$ cat config.mk
export PLATFORM = sky130hd
export DESIGN_NAME = rgb_reflectance_color_classifier_unit
export DESIGN_NICKNAME = d
export VERILOG_FILES = /design/src/sv/rrcc_pkg.sv /design/src/sv/rrcc_ctrl.sv /design/src/sv/rrcc_datapath.sv /design/src/sv/rgb_reflectance_color_classifier_unit.sv
export SDC_FILE = /design/constraint.sdc
export NUM_CORES = 1
export LEC_CHECK = 0
export BUFFER_PORTS_ARGS = -buffer_cell sky130_fd_sc_hd__buf_2
export CAP_MARGIN = 20
export CELL_PAD_IN_SITES_DETAIL_PLACEMENT = 0
export CELL_PAD_IN_SITES_GLOBAL_PLACEMENT = 1
export CORE_AREA = 2 2 359 361
export CTS_BUF_LIST = sky130_fd_sc_hd__clkbuf_4
export DETAILED_ROUTE_END_ITERATION = 16
export DIE_AREA = 0 0 361 363
export GPL_ROUTABILITY_DRIVEN = 0
export PLACE_DENSITY = 0.57
export SYNTH_ARGS = -nofsm -noshare
export SYNTH_HDL_FRONTEND = slang
export SYNTH_SLANG_ARGS = --single-unit
$ cat constraint.sdc
create_clock -name clock -period 23.2 [get_ports clock]
set_input_delay 2.32 -clock clock [delete_from_list [all_inputs] [get_ports clock]]
set_output_delay 2.32 -clock clock [all_outputs]
set_load 0.01 [all_outputs]
$ cat src/sv/rrcc_pkg.sv
`timescale 1ns / 1ps
// ----------------------------------------------------------------------------
// rrcc_pkg
// Shared types, widths and constants of the RGB reflectance color classifier.
// ----------------------------------------------------------------------------
package rrcc_pkg;

   localparam int SAMPLE_BITS    = 12;
   localparam int GREEN_BITS     = SAMPLE_BITS + 1;
   localparam int CFG_BITS       = 12;
   localparam int CSR_INDEX_BITS = 1;
   localparam int SUM_BITS       = SAMPLE_BITS + 2;
   localparam int QUO_BITS       = 10;
   localparam int NUM_BITS       = GREEN_BITS + QUO_BITS;
   localparam int CNT_BITS       = $clog2(QUO_BITS);
   localparam int CMP_BITS       = ((GREEN_BITS > CFG_BITS) ? GREEN_BITS : CFG_BITS) + 1;
   localparam int TIMES7_BITS    = SAMPLE_BITS + 3;

   // floor(y / 10) = (y * RECIP) >> RECIP_SHIFT, exact for y below 2**22
   localparam int RECIP_SHIFT    = 23;
   localparam int RECIP_BITS     = 20;
   localparam int PROD_BITS      = TIMES7_BITS + RECIP_BITS;
   localparam logic [RECIP_BITS-1:0] BLUE_RECIP = RECIP_BITS'(838861);

   localparam logic [QUO_BITS-1:0] SHARE_SCALE = QUO_BITS'(1000);

   localparam logic [CFG_BITS-1:0] DARK_THRESHOLD_RESET    = CFG_BITS'(80);
   localparam logic [CFG_BITS-1:0] GREEN_BLUE_MARGIN_RESET = CFG_BITS'(80);

   localparam logic [CSR_INDEX_BITS-1:0] CSR_DARK_THRESHOLD    = 1'd0;
   localparam logic [CSR_INDEX_BITS-1:0] CSR_GREEN_BLUE_MARGIN = 1'd1;

   typedef enum logic [1:0] {
      CLASS_NONE  = 2'd0,
      CLASS_GREEN = 2'd1,
      CLASS_RED   = 2'd2,
      CLASS_BLUE  = 2'd3
   } color_class_type;

   typedef enum logic [2:0] {
      ST_IDLE,
      ST_LEVEL,
      ST_STORE,
      ST_PREP,
      ST_DIVIDE,
      ST_LOAD
   } state_type;

   typedef struct packed {
      logic capture;
      logic scale;
      logic store;
      logic prep;
      logic div_step;
      logic load;
   } dp_cmd_type;

   typedef struct packed {
      logic out_free;
   } dp_status_type;

   function automatic logic [SAMPLE_BITS-1:0] corrected(
      input logic [SAMPLE_BITS-1:0] sample,
      input logic [SAMPLE_BITS-1:0] dark
   );
      return (sample > dark) ? (sample - dark) : '0;
   endfunction

endpackage

$ cat src/sv/rrcc_ctrl.sv
`timescale 1ns / 1ps
// ----------------------------------------------------------------------------
// rrcc_ctrl
// Sequencer: capture, level scaling, store, share setup, divide, result load.
// ----------------------------------------------------------------------------
module rrcc_ctrl (
   input  logic                   clock,
   input  logic                   reset,
   input  logic                   req_valid,
   output logic                   req_ready,
   input  rrcc_pkg::dp_status_type status,
   output rrcc_pkg::dp_cmd_type   cmd
);

   rrcc_pkg::state_type               state_ff, state_in;
   logic [rrcc_pkg::CNT_BITS-1:0]     cnt_ff, cnt_in;
   logic                              div_last;

   assign div_last = (cnt_ff == rrcc_pkg::CNT_BITS'(rrcc_pkg::QUO_BITS - 1));

   always_ff @(posedge clock) begin
      if (reset) begin
         state_ff <= rrcc_pkg::ST_IDLE;
         cnt_ff   <= '0;
      end else begin
         state_ff <= state_in;
         cnt_ff   <= cnt_in;
      end
   end

   always_comb begin
      state_in = state_ff;
      case (state_ff)
         rrcc_pkg::ST_IDLE: begin
            if (req_valid) state_in = rrcc_pkg::ST_LEVEL;
         end
         rrcc_pkg::ST_LEVEL:  state_in = rrcc_pkg::ST_STORE;
         rrcc_pkg::ST_STORE:  state_in = rrcc_pkg::ST_PREP;
         rrcc_pkg::ST_PREP:   state_in = rrcc_pkg::ST_DIVIDE;
         rrcc_pkg::ST_DIVIDE: begin
            if (div_last) state_in = rrcc_pkg::ST_LOAD;
         end
         rrcc_pkg::ST_LOAD: begin
            if (status.out_free) state_in = rrcc_pkg::ST_IDLE;
         end
         default: state_in = rrcc_pkg::ST_IDLE;
      endcase
   end

   always_comb begin
      cmd       = '0;
      req_ready = 1'b0;
      cnt_in    = cnt_ff;
      case (state_ff)
         rrcc_pkg::ST_IDLE: begin
            req_ready   = 1'b1;
            cmd.capture = req_valid;
         end
         rrcc_pkg::ST_LEVEL: cmd.scale = 1'b1;
         rrcc_pkg::ST_STORE: cmd.store = 1'b1;
         rrcc_pkg::ST_PREP: begin
            cmd.prep = 1'b1;
            cnt_in   = '0;
         end
         rrcc_pkg::ST_DIVIDE: begin
            cmd.div_step = 1'b1;
            cnt_in       = cnt_ff + 1'b1;
         end
         rrcc_pkg::ST_LOAD: cmd.load = status.out_free;
         default: ;
      endcase
   end

endmodule

$ cat src/sv/rrcc_datapath.sv
`timescale 1ns / 1ps
// ----------------------------------------------------------------------------
// rrcc_datapath
// Sample registers, level scaling, stored levels, three-lane restoring
// divider for the shares, classification, config and result registers.
// ----------------------------------------------------------------------------
module rrcc_datapath (
   input  logic                                clock,
   input  logic                                reset,
   input  rrcc_pkg::dp_cmd_type                cmd,
   output rrcc_pkg::dp_status_type             status,
   input  logic [rrcc_pkg::SAMPLE_BITS-1:0]    req_dark_sample,
   input  logic [rrcc_pkg::SAMPLE_BITS-1:0]    req_red_sample,
   input  logic [rrcc_pkg::SAMPLE_BITS-1:0]    req_green_sample,
   input  logic [rrcc_pkg::SAMPLE_BITS-1:0]    req_blue_sample,
   input  logic                                req_hold,
   input  logic                                csr_valid,
   output logic                                csr_ready,
   input  logic [rrcc_pkg::CSR_INDEX_BITS-1:0] csr_index,
   input  logic [rrcc_pkg::CFG_BITS-1:0]       csr_wdata,
   output logic                                rsp_valid,
   input  logic                                rsp_ready,
   output logic [rrcc_pkg::SAMPLE_BITS-1:0]    rsp_red_level,
   output logic [rrcc_pkg::GREEN_BITS-1:0]     rsp_green_level,
   output logic [rrcc_pkg::SAMPLE_BITS-1:0]    rsp_blue_level,
   output logic [rrcc_pkg::QUO_BITS-1:0]       rsp_red_share,
   output logic [rrcc_pkg::QUO_BITS-1:0]       rsp_green_share,
   output logic [rrcc_pkg::QUO_BITS-1:0]       rsp_blue_share,
   output logic [1:0]                          rsp_color_class
);

   localparam int S  = rrcc_pkg::SAMPLE_BITS;
   localparam int G  = rrcc_pkg::GREEN_BITS;
   localparam int N  = rrcc_pkg::NUM_BITS;
   localparam int Q  = rrcc_pkg::QUO_BITS;
   localparam int C  = rrcc_pkg::CMP_BITS;
   localparam int T7 = rrcc_pkg::TIMES7_BITS;

   // config
   logic [rrcc_pkg::CFG_BITS-1:0] thr_ff, margin_ff;

   assign csr_ready = 1'b1;

   always_ff @(posedge clock) begin
      if (reset) begin
         thr_ff    <= rrcc_pkg::DARK_THRESHOLD_RESET;
         margin_ff <= rrcc_pkg::GREEN_BLUE_MARGIN_RESET;
      end else if (csr_valid) begin
         case (csr_index)
            rrcc_pkg::CSR_DARK_THRESHOLD:    thr_ff    <= csr_wdata;
            rrcc_pkg::CSR_GREEN_BLUE_MARGIN: margin_ff <= csr_wdata;
            default: ;
         endcase
      end
   end

   // captured beat
   logic [S-1:0] dark_ff, red_ff, green_ff, blue_ff;
   logic         hold_ff;

   always_ff @(posedge clock) begin
      if (cmd.capture) begin
         dark_ff  <= req_dark_sample;
         red_ff   <= req_red_sample;
         green_ff <= req_green_sample;
         blue_ff  <= req_blue_sample;
         hold_ff  <= req_hold;
      end
   end

   // level scaling
   logic [S-1:0]                   cr, cg, cb;
   logic [T7-1:0]                  g5, b7;
   logic [S-1:0]                   lvl_red_ff, lvl_red_in;
   logic [G-1:0]                   lvl_green_ff, lvl_green_in;
   logic [rrcc_pkg::PROD_BITS-1:0] blue_prod_ff, blue_prod_in;

   always_comb begin
      cr           = rrcc_pkg::corrected(red_ff, dark_ff);
      cg           = rrcc_pkg::corrected(green_ff, dark_ff);
      cb           = rrcc_pkg::corrected(blue_ff, dark_ff);
      g5           = (T7'(cg) << 2) + T7'(cg);
      b7           = (T7'(cb) << 3) - T7'(cb);
      lvl_red_in   = cr;
      lvl_green_in = g5[G+1:2];
      blue_prod_in = rrcc_pkg::PROD_BITS'(b7) * rrcc_pkg::PROD_BITS'(rrcc_pkg::BLUE_RECIP);
   end

   always_ff @(posedge clock) begin
      if (cmd.scale) begin
         lvl_red_ff   <= lvl_red_in;
         lvl_green_ff <= lvl_green_in;
         blue_prod_ff <= blue_prod_in;
      end
   end

   // stored levels
   logic [S-1:0] st_red_ff, st_blue_ff;
   logic [G-1:0] st_green_ff;

   always_ff @(posedge clock) begin
      if (reset) begin
         st_red_ff   <= '0;
         st_green_ff <= '0;
         st_blue_ff  <= '0;
      end else if (cmd.store && !hold_ff) begin
         st_red_ff   <= lvl_red_ff;
         st_green_ff <= lvl_green_ff;
         st_blue_ff  <= blue_prod_ff[rrcc_pkg::RECIP_SHIFT +: S];
      end
   end

   // share setup and classification
   logic [rrcc_pkg::SUM_BITS-1:0] sum_w, divisor;
   logic [G-1:0]                  lvl [3];
   logic [N-1:0]                  num_in [3];
   logic [N-1:0]                  rem_ff [3];
   logic [N-1:0]                  rem_in [3];
   logic [Q-1:0]                  quo_ff [3];
   logic [Q-1:0]                  quo_in [3];
   logic [N-1:0]                  dsh_ff, dsh_in;
   logic [C-1:0]                  cr_x, cg_x, cb_x, thr_x, gm_x;
   rrcc_pkg::color_class_type     class_ff, class_in;

   always_comb begin
      lvl[0]  = G'(st_red_ff);
      lvl[1]  = st_green_ff;
      lvl[2]  = G'(st_blue_ff);
      sum_w   = rrcc_pkg::SUM_BITS'(st_red_ff) + rrcc_pkg::SUM_BITS'(st_green_ff)
              + rrcc_pkg::SUM_BITS'(st_blue_ff);
      divisor = (sum_w == '0) ? rrcc_pkg::SUM_BITS'(1) : sum_w;
      for (int i = 0; i < 3; i++) begin
         num_in[i] = N'(lvl[i]) * N'(rrcc_pkg::SHARE_SCALE) + N'(divisor >> 1);
      end
   end

   always_comb begin
      cr_x  = C'(st_red_ff);
      cg_x  = C'(st_green_ff);
      cb_x  = C'(st_blue_ff);
      thr_x = C'(thr_ff);
      gm_x  = cg_x + C'(margin_ff);
      if (cr_x < thr_x && cg_x < thr_x && cb_x < thr_x) begin
         class_in = rrcc_pkg::CLASS_NONE;
      end else if (cg_x >= cr_x && gm_x >= cb_x) begin
         class_in = rrcc_pkg::CLASS_GREEN;
      end else if (cr_x >= cg_x && cr_x >= cb_x) begin
         class_in = rrcc_pkg::CLASS_RED;
      end else begin
         class_in = rrcc_pkg::CLASS_BLUE;
      end
   end

   // divider, one quotient bit per step in each lane
   always_comb begin
      dsh_in = dsh_ff;
      for (int i = 0; i < 3; i++) begin
         rem_in[i] = rem_ff[i];
         quo_in[i] = quo_ff[i];
      end
      if (cmd.prep) begin
         dsh_in = N'(divisor) << (Q - 1);
         for (int i = 0; i < 3; i++) begin
            rem_in[i] = num_in[i];
            quo_in[i] = '0;
         end
      end else if (cmd.div_step) begin
         dsh_in = dsh_ff >> 1;
         for (int i = 0; i < 3; i++) begin
            if (rem_ff[i] >= dsh_ff) begin
               rem_in[i] = rem_ff[i] - dsh_ff;
               quo_in[i] = {quo_ff[i][Q-2:0], 1'b1};
            end else begin
               quo_in[i] = {quo_ff[i][Q-2:0], 1'b0};
            end
         end
      end
   end

   always_ff @(posedge clock) begin
      dsh_ff <= dsh_in;
      for (int i = 0; i < 3; i++) begin
         rem_ff[i] <= rem_in[i];
         quo_ff[i] <= quo_in[i];
      end
      if (cmd.prep) class_ff <= class_in;
   end

   // result register
   logic                      rsp_valid_ff;
   logic [S-1:0]              out_red_ff, out_blue_ff;
   logic [G-1:0]              out_green_ff;
   logic [Q-1:0]              out_rs_ff, out_gs_ff, out_bs_ff;
   rrcc_pkg::color_class_type out_class_ff;

   assign status.out_free = !rsp_valid_ff || rsp_ready;

   always_ff @(posedge clock) begin
      if (reset) begin
         rsp_valid_ff <= 1'b0;
      end else if (cmd.load) begin
         rsp_valid_ff <= 1'b1;
      end else if (rsp_ready) begin
         rsp_valid_ff <= 1'b0;
      end
   end

   always_ff @(posedge clock) begin
      if (cmd.load) begin
         out_red_ff   <= st_red_ff;
         out_green_ff <= st_green_ff;
         out_blue_ff  <= st_blue_ff;
         out_rs_ff    <= quo_ff[0];
         out_gs_ff    <= quo_ff[1];
         out_bs_ff    <= quo_ff[2];
         out_class_ff <= class_ff;
      end
   end

   assign rsp_valid       = rsp_valid_ff;
   assign rsp_red_level   = out_red_ff;
   assign rsp_green_level = out_green_ff;
   assign rsp_blue_level  = out_blue_ff;
   assign rsp_red_share   = out_rs_ff;
   assign rsp_green_share = out_gs_ff;
   assign rsp_blue_share  = out_bs_ff;
   assign rsp_color_class = out_class_ff;

endmodule

$ cat src/sv/rgb_reflectance_color_classifier_unit.sv
`timescale 1ns / 1ps
// ----------------------------------------------------------------------------
// rgb_reflectance_color_classifier_unit
// Dark-corrected RGB levels, their shares of the sum and a color class.
// ----------------------------------------------------------------------------
// One measurement beat at a time: a beat is taken when the unit is idle, its
// result is registered after the level scaling, store, share setup, divide
// and load states, and the next beat can be taken once that load is done.
// The pace is set by the 10-step restoring divider that forms the three
// shares in parallel lanes. A finished result waits in its own register, so a
// stalled result side holds the unit only once the next result is ready.
// The configuration port never stalls.
module rgb_reflectance_color_classifier_unit (
   input  logic                                clock,
   input  logic                                reset,
   input  logic                                req_valid,
   output logic                                req_ready,
   input  logic [rrcc_pkg::SAMPLE_BITS-1:0]    req_dark_sample,
   input  logic [rrcc_pkg::SAMPLE_BITS-1:0]    req_red_sample,
   input  logic [rrcc_pkg::SAMPLE_BITS-1:0]    req_green_sample,
   input  logic [rrcc_pkg::SAMPLE_BITS-1:0]    req_blue_sample,
   input  logic                                req_hold,
   input  logic                                csr_valid,
   output logic                                csr_ready,
   input  logic [rrcc_pkg::CSR_INDEX_BITS-1:0] csr_index,
   input  logic [rrcc_pkg::CFG_BITS-1:0]       csr_wdata,
   output logic                                rsp_valid,
   input  logic                                rsp_ready,
   output logic [rrcc_pkg::SAMPLE_BITS-1:0]    rsp_red_level,
   output logic [rrcc_pkg::GREEN_BITS-1:0]     rsp_green_level,
   output logic [rrcc_pkg::SAMPLE_BITS-1:0]    rsp_blue_level,
   output logic [rrcc_pkg::QUO_BITS-1:0]       rsp_red_share,
   output logic [rrcc_pkg::QUO_BITS-1:0]       rsp_green_share,
   output logic [rrcc_pkg::QUO_BITS-1:0]       rsp_blue_share,
   output logic [1:0]                          rsp_color_class
);

   rrcc_pkg::dp_cmd_type    cmd;
   rrcc_pkg::dp_status_type status;

   rrcc_ctrl u_ctrl (
      .clock     (clock),
      .reset     (reset),
      .req_valid (req_valid),
      .req_ready (req_ready),
      .status    (status),
      .cmd       (cmd)
   );

   rrcc_datapath u_datapath (
      .clock            (clock),
      .reset            (reset),
      .cmd              (cmd),
      .status           (status),
      .req_dark_sample  (req_dark_sample),
      .req_red_sample   (req_red_sample),
      .req_green_sample (req_green_sample),
      .req_blue_sample  (req_blue_sample),
      .req_hold         (req_hold),
      .csr_valid        (csr_valid),
      .csr_ready        (csr_ready),
      .csr_index        (csr_index),
      .csr_wdata        (csr_wdata),
      .rsp_valid        (rsp_valid),
      .rsp_ready        (rsp_ready),
      .rsp_red_level    (rsp_red_level),
      .rsp_green_level  (rsp_green_level),
      .rsp_blue_level   (rsp_blue_level),
      .rsp_red_share    (rsp_red_share),
      .rsp_green_share  (rsp_green_share),
      .rsp_blue_share   (rsp_blue_share),
      .rsp_color_class  (rsp_color_class)
   );

   a_busy_after_accept: assert property (@(posedge clock) disable iff (reset)
      req_valid && req_ready |=> !req_ready)
      else $error("req_ready high right after an accepted beat");

   a_valid_from_load: assert property (@(posedge clock) disable iff (reset)
      $rose(rsp_valid) |-> $past(cmd.load))
      else $error("rsp_valid rose without a result load");

   a_load_into_free_slot: assert property (@(posedge clock) disable iff (reset)
      cmd.load |-> status.out_free)
      else $error("result loaded over an untaken beat");

   a_share_range: assert property (@(posedge clock) disable iff (reset)
      rsp_valid |-> (rsp_red_share <= 10'd1000) && (rsp_green_share <= 10'd1000)
                    && (rsp_blue_share <= 10'd1000))
      else $error("share above 1000");

endmodule

# == Word level (Yosys, flattened, before mapping) ==
# Memories as Yosys holds them, arrays and structs flattened.
# Index checks and enable logic that the tools add are counted.
# op_classes
addsub,15
n_mul,4
div,0
magnitude_cmp,13
n_eq_ne,9
shifts,0
mux,31
n_bitwise,1
n_reduce_logical,17
# op_table
operator,count
69-bit 2-to-1 mux,2
23-bit 2-to-1 mux,5
23-bit greater-or-equal comparator,3
23-bit subtractor,3
30-bit 2-to-1 mux,2
22-bit by 13-bit adder with 23-bit output,2
12-bit by 7-bit multiplier with 19-bit output (second input constant),2
12-bit greater-than comparator,3
12-bit subtractor,3
15-bit by 20-bit multiplier with 35-bit output (second input constant),1
12-bit < comparator,2
12-bit 2-to-1 mux,2
23-bit by 13-bit adder with 23-bit output,1
13-bit by 7-bit multiplier with 20-bit output (second input constant),1
3-bit case mux with 6 select lines,1
14-bit by 12-bit adder with 15-bit output,1
15-bit by 12-bit subtractor with 15-bit output,1
12-bit by 13-bit adder with 14-bit output,1
13-bit by 12-bit adder with 14-bit output,1
14-bit by 12-bit adder with 14-bit output,1
14-bit by 12-bit greater-or-equal comparator with 1-bit output,1
14-bit zero test,1
1-bit 2-to-1 mux,14
14-bit 2-to-1 mux,1
22 further kinds,35
# totals
reg_bits,272
latchBits,0
ramBits,99
mem_bits_ro,0
mem_count,2
# memory_table
name,depth,word_bits,read_ports,rd_ports_with_merged_regs,write_ports,line_no,rtl
u_datapath.rem_ff,3,23,3,0,3,rrcc_datapath.sv:117,logic [N-1:0] rem_ff [3];
u_datapath.quo_ff,3,10,3,0,3,rrcc_datapath.sv:119,logic [Q-1:0] quo_ff [3];

# == Longest topological paths before layout ==
# depth
ltp_word,6
depth_mapped,44

# == Modules after synthesis ==
# A second synthesis with hierarchy kept.
# hier_totals
hier_cells,3166
area_unflattened_um2,31640.3
# by_module_without_submodules
mod,n_inst,cells_per_inst,area_each_um2,seq_area_each_um2
rrcc_datapath,1,3116,31199.9,9228.9
rrcc_ctrl,1,50,440.4,140.1

# == Least setup slack after synthesis ==
# No wires, ideal clock.
# synth_timing
path_type,flip-flop to flip-flop
from,register u_datapath.blue_ff[0]
to,register u_datapath.blue_prod_ff[34] (netlist name) (data pin)
setup_ns,0.258
arrival_ns,8.759
required_time_ns,22.942
slack_ns,14.184
stages_incl_launch_ff,42
period_less_slack_ns,9.016
cell_sequence,edfxtp_1 inv_1 ha_1 inv_1 fa_1 nand3_1 a21oi_2 o311ai_4 nand2_2 clkbuf_1 and2_1 ha_1 a21o_1 a21o_1 a311oi_1 a211oi_2 a41o_1 o21ai_2 [6 not listed] inv_1 fa_1 fa_1 inv_1 fa_1 inv_1 ha_1 a21o_1 a21o_1 a21o_1 a21o_1 a221o_1 a21oi_2 o31ai_1 a21oi_1 a21oi_1 xnor2_1 xnor2_1
# synth_via
elab_chain_cells,4
# synth_lines
element,line_no,rtl
start: declaration,rrcc_datapath.sv:58,"logic [S-1:0] dark_ff, red_ff, green_ff, blue_ff;"
start signal: assignment,rrcc_datapath.sv:66,blue_ff <= req_blue_sample;
12-bit subtractor or 12-bit greater-than comparator (tied branches),rrcc_pkg.sv:66,return (sample > dark) ? (sample - dark) : '0;
12-bit 2-to-1 mux (*),rrcc_pkg.sv:66,
15-bit by 12-bit subtractor with 15-bit output (*),rrcc_datapath.sv:83,b7 = (T7'(cb) << 3) - T7'(cb);
15-bit by 20-bit multiplier with 35-bit output (*),rrcc_datapath.sv:86,blue_prod_in = rrcc_pkg::PROD_BITS'(b7) * rrcc_pkg::PROD_BITS'(rrcc_pkg::BLUE_RECIP);
"net u_datapath.blue_prod_in, one bit",rrcc_datapath.sv:76,"logic [rrcc_pkg::PROD_BITS-1:0] blue_prod_ff, blue_prod_in;"
end signal: assignment,rrcc_datapath.sv:93,blue_prod_ff <= blue_prod_in;
end: declaration,rrcc_datapath.sv:76,
# Mark *: on every way through the listed nets, which the timed path passes. The rest lies on a longest branch.
# A chain may end at the register's enable or synchronous reset.

# == Worst setup path after layout ==
# layout_timing
from,register u_datapath.dark_ff[0]
to,register u_datapath.blue_prod_ff[34] (netlist name) (data pin)
# layout_via
elab_chain_cells,4
# layout_lines
element,line_no,rtl
start: declaration,rrcc_datapath.sv:58,
start signal: assignment,rrcc_datapath.sv:63,dark_ff <= req_dark_sample;
12-bit subtractor or 12-bit greater-than comparator (tied branches),rrcc_pkg.sv:66,
12-bit 2-to-1 mux (*),rrcc_pkg.sv:66,
15-bit by 12-bit subtractor with 15-bit output (*),rrcc_datapath.sv:83,
15-bit by 20-bit multiplier with 35-bit output (*),rrcc_datapath.sv:86,
"net u_datapath.blue_prod_in, one bit",rrcc_datapath.sv:76,
# Marks and branches as above.

==> impl_metrics.toml <==
[outcome]
status = "finished, final reports clean"

[run]
cap_viol_max_count = 0

[synthesis]
synth-edff-count = 240
yosysUniqueCellTypes = 99
synth-seq-area-share_pct = 29.68
mappedNetlistNets = 3931
post_synthesis_instance_total = 3155
synthesis.area_um2 = 31570
dominantRegCellSynth = "sky130_fd_sc_hd__edfxtp_1"
synth.ff_latch_count = 348
postSynth.asyncResetShare_pct = 0
ys.warnings.count = 0
avgSynthCellArea_um2 = 10.00

[route]
remaining_drc_errors = 0
drtAntennaViolNets = 0
detail_route.wl_per_cell_um = 16.97
finalWirelength_um = 87170
via_per_inst = 4.442
vias = 22830
drt_iter0_markers = 1136
drtPass1Iterations = 5

[timing]
tightestPinTransition_ps = 1006
setup_repair_after_global_routing_missed_its_margin = "false"
clock_skew_ps = 61.64
final_setup_viols = 0
final_period_minus_worst_setup_slack_ps = 9666
maxSlewViolCount = 0
min_period_over_period_pct = 41.66
fin_setup_tns_ps = 0
final-hold-violation-count = 0
max_freq_ghz = 0.1035
slew_headroom_pct = 32.96

[finish]
multiInputGateArea_um2 = 20600
final_core_utilization_pct = 28.21
layout.nets = 4163
fraction_of_layout_cells_with_a_size_suffix_above_1_pct = 11.92
seqCellArea_um2 = 9369
filler_cell_count = 13480
area_delta_synth_final_pct = 13.53

[setup_path]
regToRegEndpoint = "u_datapath.blue_prod_ff[34]"
timing.critical_path.arrival_ps = 10340
critical_path.slowest_cell = "sky130_fd_sc_hd__fa_1"
critPathMaxStageDelay_ps = 570
crit_path_start_kind = "register"
critPathMaxFanout = 13
required_time_of_the_critical_path_ps = 23870
worstReg2RegStart = "u_datapath.dark_ff[0]"
setup.worst_path.class = "reg -> reg"
timing.critical_path.to_type = "register"
rrSetupSlack_ps = 13530
r2r_cells = 39

[place]
dp.final_hpwl_um = 69110
port_buffers = 137

[global_route]
grt.total_usage_pct = 13.36
grt_pass1_wl_um = 135900
grt_pass1_vias = 23330
pin_count_of_the_biggest_net_entering_global_routing = 72
overflow = 0
initial_antenna_violation_count = 7

[worst_hold_path]
hold_path.class = "reg -> reg"
holdPathEnd = "u_datapath.rsp_blue_level[3]"
worstHoldPathCells = 0
hold_path.startpoint = "u_datapath.st_blue_ff[3]"

[clock_network]
cts-resized-gates = 0
holdBufCountCts = 0
cts-root-buf = "sky130_fd_sc_hd__clkbuf_4"
tritoncts = "done"
htreeDepth = 3
cts.sink_count = 348
cts.clk_slew.worst_paths_ps = 60
post_cts_buffers = 0
clkLatencyLatePin_ps = 970
tritoncts.num_buffers = 101
cts_max_path_buffers = 3

[floorplan]
ioPinCount = 139
num_rows = 131
floorplan.die.height_um = 363
start_util_pct = 24.85
fp.coreArea_um2 = 127000
dieArea_um2 = 131000
die_w_um = 361
==> placed cells by master, fill, tap and decap left out, drive strengths merged, types with 13 or more instances in the layout <==
cell type  count
a211oi        14
a21boi        14
a21o          89
a21oi        263
a22o          30
buf          188
clkbuf       146
clkinv        37
dfxtp        108
edfxtp       240
fa           211
ha           498
inv          372
nand2        279
nand2b        29
nand3         43
nand4         29
nor2         161
nor2b         51
nor3          39
nor4          13
o21a          27
o21ai        136
o21bai        23
o22ai         13
o31ai         23
or3           16
xnor2        145
xor2          75
==> layout make-up <==
type / instances / area share (%)
Multi-Input combinational cell: 2379 / 57.50
Inverter: 369 / 3.865
Tap cell: 1662 / 5.803
Clock inverter: 42 / 0.6215
Clock buffer: 146 / 3.059
Timing Repair Buffer: 188 / 2.982
Sequential cell: 348 / 26.14
Antenna cell: 4 / 0.02793
==> sequential cells by signal, indices dropped and copies added, names as in the netlist, 12 cells and up <==
register	flops
u_datapath.blue_ff	12
u_datapath.blue_prod_ff	12
u_datapath.dark_ff	12
u_datapath.dsh_ff	23
u_datapath.green_ff	12
u_datapath.lvl_green_ff	13
u_datapath.lvl_red_ff	12
u_datapath.margin_ff	12
u_datapath.quo_ff	30
u_datapath.red_ff	12
u_datapath.rem_ff	69
u_datapath.rsp_blue_level	12
u_datapath.rsp_green_level	13
u_datapath.rsp_red_level	12
u_datapath.st_blue_ff	12
u_datapath.st_green_ff	13
u_datapath.st_red_ff	12
u_datapath.thr_ff	12
==> metrics by stage <==
stage / hold WS, ps / setup WS [ps] / instance area [um^2] / std cells
after global placement: 418.9 / 13590 / 34500 / 4945
after detailed placement: 422.1 / 13490 / 34510 / 4946
after floorplan: 400.3 / 14180 / 31570 / 3155
after global routing: 447.4 / 12850 / 35830 / 5137
after CTS: 438.2 / 13400 / 35830 / 5134
final: 437.1 / 13530 / 35840 / 5138
==> worst max-delay path by stage <==
stage                          start                           to  depth (start not counted)
2_1_floorplan  u_datapath.blue_ff[0]  u_datapath.blue_prod_ff[34]                         41
3_3_place_gp   u_datapath.dark_ff[0]  u_datapath.blue_prod_ff[34]                         39
3_5_place_dp   u_datapath.dark_ff[0]  u_datapath.blue_prod_ff[34]                         39
4_1_cts        u_datapath.dark_ff[0]  u_datapath.blue_prod_ff[34]                         39
5_1_grt        u_datapath.dark_ff[0]  u_datapath.blue_prod_ff[34]                         39
6_report       u_datapath.dark_ff[0]  u_datapath.blue_prod_ff[34]                         39
==> critical path: cells and delay by family (launching register included) <==
kind / cells / cell delay, ps
adders and majority gates: 10 / 4010
and+or+nand+nor: 4 / 690
xor gates and xnor gates: 3 / 460
DFF: 1 / 410
buffers and inverters: 5 / 310
AOI/OAI and AO/OA: 17 / 3480
==> metal layers <==
layer	part of all wire (%)	wire, um	track usage (%)
met1	48	41880	17.89
met2	45	39090	21.60
met3	4.5	3935	2.728
met4	2.6	2229	4.110
met5	0.037	32	0
==> cells by family (layout without fill, tap and decap cells) <==
family          Yosys count  count (layout)  synth area share (%)
compound gates          710             710                 14.48
xor+xnor                220             220                 6.188
fa+ha+maj               709             709                 33.12
buf+inv                 428             745                 5.113
flops                   348             348                 29.68
mux                       8               8                0.2577
other cells               1               5               0.01188
simple gates            731             731                 11.15
==> synth_stat cells, types with 10 or more instances <==
| cell type | number | area [um^2] |
|---|---|---|
| sky130_fd_sc_hd__ha_1 | 498 | 6231 |
| sky130_fd_sc_hd__inv_1 | 368 | 1381 |
| sky130_fd_sc_hd__nand2_1 | 277 | 1040 |
| sky130_fd_sc_hd__a21oi_1 | 257 | 1286 |
| sky130_fd_sc_hd__edfxtp_1 | 240 | 7207 |
| sky130_fd_sc_hd__fa_1 | 211 | 4224 |
| sky130_fd_sc_hd__nor2_1 | 161 | 604.3 |
| sky130_fd_sc_hd__xnor2_1 | 144 | 1261 |
| sky130_fd_sc_hd__o21ai_0 | 113 | 565.5 |
| sky130_fd_sc_hd__dfxtp_1 | 108 | 2162 |
| sky130_fd_sc_hd__a21o_1 | 89 | 668.1 |
| sky130_fd_sc_hd__xor2_1 | 74 | 648.1 |
| sky130_fd_sc_hd__nor2b_1 | 51 | 319.1 |
| sky130_fd_sc_hd__clkbuf_1 | 50 | 187.7 |
| sky130_fd_sc_hd__nand3_1 | 43 | 215.2 |
| sky130_fd_sc_hd__nor3_1 | 38 | 190.2 |
| sky130_fd_sc_hd__a22o_1 | 30 | 262.8 |
| sky130_fd_sc_hd__nand4_1 | 28 | 175.2 |
| sky130_fd_sc_hd__nand2b_1 | 27 | 168.9 |
| sky130_fd_sc_hd__o21a_1 | 27 | 202.7 |
| sky130_fd_sc_hd__o21bai_1 | 23 | 172.7 |
| sky130_fd_sc_hd__o31ai_1 | 21 | 157.7 |
| sky130_fd_sc_hd__o21ai_1 | 19 | 95.09 |
| sky130_fd_sc_hd__or3_1 | 15 | 93.84 |
| sky130_fd_sc_hd__o22ai_1 | 13 | 81.33 |
| sky130_fd_sc_hd__a211oi_1 | 12 | 90.09 |
| sky130_fd_sc_hd__and3_1 | 11 | 68.82 |
| sky130_fd_sc_hd__a21boi_0 | 10 | 75.07 |
| sky130_fd_sc_hd__and2_1 | 10 | 62.56 |
| sky130_fd_sc_hd__nor4_1 | 10 | 62.56 |
| sky130_fd_sc_hd__or2_2 | 10 | 62.56 |
Power is left out: the tool's default activity adds up to more than one toggle a clock period on the data nets, which glitch-free logic cannot reach.
